--- src/hw/rtl/ezr_pkg.sv ---
`default_nettype none
package ezr_pkg;
   localparam int ANGLE_BITS      = 16;
   localparam int COEF_FRAC_BITS  = 14;
   localparam int TRIG_ITERATIONS = 16;
   localparam int WORK_FRAC       = 30;
   localparam int FIELD_BITS      = 16;
   localparam int CW              = 33;   // CORDIC x/y width, Q30 plus sign and growth
   localparam int ZW              = 33;   // residual phase width
   localparam int PW              = 33;   // width of a trig value / Q30 product
   localparam logic signed [CW-1:0] CORDIC_X0 = 33'sd652032874;
   localparam logic signed [FIELD_BITS-1:0] COEF_ONE  = 16'sd1 <<< COEF_FRAC_BITS;

   typedef logic [31:0] phase_type;
   typedef logic signed [PW-1:0] q30_type;

   typedef struct packed {
      logic [FIELD_BITS-1:0] m00, m01, m02, m10, m11, m12, m20, m21, m22;
      logic                  order_error;
   } rsp_type;

   typedef struct packed {
      logic [FIELD_BITS-1:0] roll_angle, pitch_angle, yaw_angle;
      logic                  axis_order;
   } req_type;

   function automatic logic [31:0] atan_phase(input logic [4:0] i);
      logic [31:0] t;
      case (i)
         5'd0:  t = 32'h20000000; 5'd1:  t = 32'h12E4051E;
         5'd2:  t = 32'h09FB385B; 5'd3:  t = 32'h051111D4;
         5'd4:  t = 32'h028B0D43; 5'd5:  t = 32'h0145D7E1;
         5'd6:  t = 32'h00A2F61E; 5'd7:  t = 32'h00517C55;
         5'd8:  t = 32'h0028BE53; 5'd9:  t = 32'h00145F2F;
         5'd10: t = 32'h000A2F98; 5'd11: t = 32'h000517CC;
         5'd12: t = 32'h00028BE6; 5'd13: t = 32'h000145F3;
         5'd14: t = 32'h0000A2FA; 5'd15: t = 32'h0000517D;
         5'd16: t = 32'h000028BE; 5'd17: t = 32'h0000145F;
         5'd18: t = 32'h00000A30; 5'd19: t = 32'h00000518;
         5'd20: t = 32'h0000028C; 5'd21: t = 32'h00000146;
         5'd22: t = 32'h000000A3; 5'd23: t = 32'h00000051;
         5'd24: t = 32'h00000029; 5'd25: t = 32'h00000014;
         5'd26: t = 32'h0000000A; 5'd27: t = 32'h00000005;
         5'd28: t = 32'h00000003; 5'd29: t = 32'h00000001;
         5'd30: t = 32'h00000001; default: t = 32'h00000000;
      endcase
      return t;
   endfunction

   // Q30 product, floor shift
   function automatic q30_type qmul(input q30_type a, input q30_type b);
      logic signed [2*PW-1:0] p;
      p = a * b;
      return q30_type'(p >>> WORK_FRAC);
   endfunction

   function automatic logic [FIELD_BITS-1:0] to_coef(input logic signed [PW+1:0] v);
      logic signed [PW+1:0] r;
      r = (v + (PW+2)'(1 <<< (WORK_FRAC-COEF_FRAC_BITS-1))) >>> (WORK_FRAC-COEF_FRAC_BITS);
      if (r > (PW+2)'(COEF_ONE)) r = (PW+2)'(COEF_ONE);
      if (r < -(PW+2)'(COEF_ONE)) r = -(PW+2)'(COEF_ONE);
      return r[FIELD_BITS-1:0];
   endfunction
endpackage
`default_nettype wire

--- src/hw/rtl/ezr_cordic_stage.sv ---
`default_nettype none
// One CORDIC micro-rotation for all three angles, registered.
module ezr_cordic_stage (
   input  wire                         clock,
   input  wire                         enable,
   input  wire logic [4:0]             step,
   input  wire logic signed [ezr_pkg::CW-1:0] x_in [3],
   input  wire logic signed [ezr_pkg::CW-1:0] y_in [3],
   input  wire logic signed [ezr_pkg::ZW-1:0] z_in [3],
   output logic signed [ezr_pkg::CW-1:0]      x_ff [3],
   output logic signed [ezr_pkg::CW-1:0]      y_ff [3],
   output logic signed [ezr_pkg::ZW-1:0]      z_ff [3]
);
   logic signed [ezr_pkg::ZW-1:0] atan_step;
   logic signed [ezr_pkg::CW-1:0] x_in_n [3], y_in_n [3];
   logic signed [ezr_pkg::ZW-1:0] z_in_n [3];

   // step is tied to a constant at each instance, so the shifts reduce to wiring
   assign atan_step = ezr_pkg::ZW'(ezr_pkg::atan_phase(step));

   always_comb begin
      for (int a = 0; a < 3; a++) begin
         if (!z_in[a][ezr_pkg::ZW-1]) begin
            x_in_n[a] = x_in[a] - (y_in[a] >>> step);
            y_in_n[a] = y_in[a] + (x_in[a] >>> step);
            z_in_n[a] = z_in[a] - atan_step;
         end else begin
            x_in_n[a] = x_in[a] + (y_in[a] >>> step);
            y_in_n[a] = y_in[a] - (x_in[a] >>> step);
            z_in_n[a] = z_in[a] + atan_step;
         end
      end
   end

   always_ff @(posedge clock) begin
      if (enable) begin
         x_ff <= x_in_n;
         y_ff <= y_in_n;
         z_ff <= z_in_n;
      end
   end
endmodule
`default_nettype wire

--- config.mk ---
export PLATFORM = sky130hd
export DESIGN_NAME = ezr_cordic_stage
export DESIGN_NICKNAME = d
export VERILOG_FILES = /design/src/hw/rtl/ezr_pkg.sv /design/src/hw/rtl/ezr_cordic_stage.sv
export SDC_FILE = /design/constraint.sdc
export NUM_CORES = 2
export LEC_CHECK = 0
export BUFFER_PORTS_ARGS = -buffer_cell sky130_fd_sc_hd__buf_2
export CORE_MARGIN = 5
export CORE_UTILIZATION = 30
export DETAILED_ROUTE_END_ITERATION = 8
export PLACE_DENSITY = 0.46
export SLEW_MARGIN = 20
export SYNTH_ARGS = -nofsm -noshare
export SYNTH_HDL_FRONTEND = slang
export SYNTH_SLANG_ARGS = --single-unit
--- constraint.sdc ---
create_clock -name clock -period 15.9 [get_ports clock]
set_clock_uncertainty 0.1 [all_clocks]
set_input_delay 0.795 -clock clock [delete_from_list [all_inputs] [get_ports clock]]
set_output_delay 0.795 -clock clock [all_outputs]
set_load 0.05 [all_outputs]
==> metrics.md <==
| Metric | Value |
|---|---|
| WHS Endpoint | `z_ff[0]` |
| Total Wirelength | `187000 um` |
| Top Metal Used | `met5` |
| Syn avg cell area | `9.18 sq um` |
| Min Tclk post-route | `8.66 ns` |
| Number of synthesized flops with an enable pin | `297` |
| TritonCTS clock tree | `built` |
| Iter 0 DRT Violations | `3564` |
| Unrepaired setup endpoints after global routing | `false` |
| Crit path buffers/inverters | `3` |
| Core Box Area | `141000 sq um` |
| Slowest CP cell | `buf_4` |
| PwrDens | `110 nW/um^2` |
| Die span in x | `387 um` |
| Hold depth | `2` |
| Worst endpoint required time | `16.15 ns` |
| Post-synthesis sequential element count | `297` |
| Post-DP HPWL | `148000 um` |
| I/O pins | `601` |
| Met2 Wirelength | `89900 um` |
| DR pass1 iterations | `6` |
| Clock power share | `17.1%` |
| Final setup viols | `0` |
| All-Layer GR Usage | `23.7%` |
| Family with the most delay on the worst path | `compound AO/OA/AOI/OAI gates` |
| Status | `finished, final reports clean` |
| Top_reg_cell synth | `edfxtp_1` |
| NetSw | `2.61 mW` |
| Resized cells post-CTS | `0` |
| Setup tns final | `0 ns` |
| Final Util | `34.3%` |
| Number of global-route vias before repair | `39704` |
| Routed vias/inst | `5.81` |
| Most frequent cells in the layout | `buf_2, a21oi_1, nand2_1` |
| Cell repeated most along the worst path | `a21oi_1` |
| Final Max Slew Viols | `0` |
| Post-synthesis cell count | `4651` |
| Register share of total power | `23.5%` |
| Least-Margin Pin Slew | `1.06 ns` |
| Post-route antenna net violation count | `0` |
| H-tree depth | `2` |
| Initial antenna violation count | `23` |
| Vias after detailed routing | `40765` |
| Distinct cells, synth | `108` |
| Synth Warn # | `0` |
| Area of the multi-input gates | `32000 sq um` |
| Crit Path Max Fanout | `134` |
| Ys async rst share | `0%` |
| Clock Path Buffers | `3` |
| Fin. Hold Viols | `0` |
| Sink Count | `297` |
| Worst setup EP type | `register` |
| TritonCTS buffer count | `42` |
| Worst setup path class | `in -> reg` |
| Hold WC Path Type | `in -> reg` |
| Maximum number of pins on one net before global-route repair | `135` |
| Initial Util | `30.2%` |
| Worst path max stage delay | `0.80 ns` |
| Peak supply drop | `0.0831 mV` |
| Fraction of power spent switching nets | `49.0%` |
| Row Count | `138` |
| Filler Cell Count | `14732` |
| Drt wl/cell | `26.7 um` |
| Period utilization | `54.5%` |
| Lkg Pwr | `19.6 nW` |
| CP Data Arrival Time | `8.91 ns` |
| Most common cell after layout, fill and taps aside | `buf_2` |
| Post-Syn Nets | `5270` |
| Power Internal | `2.72 mW` |
| First-pass GRT wire length | `272000 um` |
| Placer Congestion | `0.930` |
| CTS clk-pin slew, worst paths | `0.06 ns` |
| Register Area | `8920 sq um` |
| Final WS setup | `7.24 ns` |
| CP Launch Type | `primary input` |
| DRC violations left | `0` |
| Fmax | `115 MHz` |
| Hold_sp | `z_in[0]` |
| Max-Cap Viols | `0` |
| Cells along the critical path | `buf_8, buf_4, buf_12, mux4_2, mux2i_1, o22ai_1, a211oi_1, nand4_2, nor3_4, and3_1, nor2_1, xor2_1, ha_1, and3_1, a221o_1, a21oi_1, o211ai_1, a221oi_1, a21oi_1, a21oi_1, o21ai_0, a31oi_1, xnor2_1` |
| Synthesized cell area | `42700 sq um` |
| Dpl cell area | `47200 sq um` |
| Pre-CTS setup slack | `6.86 ns` |
| Die area | `150000 sq um` |
| Register area share after synthesis | `20.9%` |
| Gate power share | `59.4%` |
| Max_slew headroom | `29.2%` |
| PortBufs | `600` |
| Die Y | `387 um` |
| Met3 WL post-DR | `13600 um` |
| Fraction of layout cells with a size suffix above 1 | `22.4%` |
| Cts hold-fix bufs | `0` |
| Post-CTS Setup Bufs | `0` |
| CTS root buffer | `clkbuf_16` |
| Area Overhead vs Synth | `13.6%` |
| WL met1 | `77200 um` |
| Total congestion overflow | `0` |
| Fin nets | `5700` |
| Design area | `48500 sq um` |
## how the worst max path moves through the flow
stage	startpoint	end	slack, ns	cells past startpoint
finish	step[0]	y_ff[98]	7.24	23
global route	step[0]	y_ff[98]	6.64	23
CTS	step[0]	y_ff[98]	7.49	23
detailed placement	step[0]	z_ff[98]	6.86	23
global placement	step[0]	y_ff[98]	6.89	23
floorplan	step[1]	z_ff[98]	8.55	28
## layout make-up
| type | count | share of cell area (%) |
|---|---|---|
| flip-flops and latches | 297 | 18.4 |
| clock buffers | 50 | 2.27 |
| repair buffers | 647 | 7.06 |
| well taps | 1890 | 4.88 |
| clock inverters | 26 | 0.400 |
| multi-input cells | 3963 | 65.9 |
| inverters | 130 | 1.02 |
| diodes | 11 | 0.0567 |
## power groups by stage
stage	clock (mW)	combinational, mW	sequential [mW]
after floorplan	0	1.55	1.99
after global placement	0	3.15	1.27
after CTS	0.952	3.16	1.26
final	0.912	3.16	1.25
after global routing	0.981	3.37	1.27
after detailed placement	0	3.14	1.27
## state kept, by name (all words and copies together) (netlist names)
signal  count
y_ff       99
x_ff       99
z_ff       99
## cells in the mapped netlist, types with 20 or more instances
cell type  instances  share of area (%)
a21oi_1          419                4.9
o21bai_1          52               0.91
nand2b_1          67               0.98
inv_1            125                1.1
o21ai_0          209                2.5
nor3_1            79               0.93
a31oi_1           84                1.2
nand3_1           93                1.1
nor2_1           374                3.3
and2_1            55               0.81
a21boi_0          20               0.35
clkbuf_1         113               0.99
o21a_1            63                1.1
mux4_2           243                 13
buf_6             21               0.55
xnor2_1          313                6.4
nand2_1          373                3.3
o22ai_1           46               0.67
mux2i_1          172                4.0
nand4_1           33               0.48
a221o_1           24               0.56
buf_1             42               0.37
ha_1             306                9.0
mux2_2           104                2.7
a22oi_1           26               0.46
o211ai_1          40               0.70
a211oi_1          48               0.84
xor2_1           148                3.0
nor2b_1           56               0.82
buf_2             59               0.69
edfxtp_1         297                 21
and3_1            42               0.62
a21o_1           123                2.2
## cells by family after synthesis
| group | share of synthesized area, % |
|---|---|
| and+or+nand+nor | 14.8 |
| adders and majority gates | 9.39 |
| DFF | 20.9 |
| buffers and inverters | 4.31 |
| AOI/OAI and AO/OA | 20.7 |
| xor gates and xnor gates | 9.50 |
| muxes | 20.4 |
## stage by stage
| stage | hold WS (ns) | instances | total power, mW |
|---|---|---|---|
| floorplan | 0.807 | 4651 | 3.54 |
| finish | 0.396 | 7014 | 5.32 |
| global route | 0.388 | 7007 | 5.63 |
| global placement | 1.02 | 6926 | 4.42 |
| CTS | 0.354 | 7003 | 5.37 |
| detailed placement | 1.01 | 6927 | 4.41 |
## layer usage
layer	vias up	track usage (%)
met5	-	0
met4	8	7.52
met3	312	4.18
met2	1802	40.7
met1	19933	30.3
li1	18710	-
Note: power is estimated with default switching activity, not from simulation.
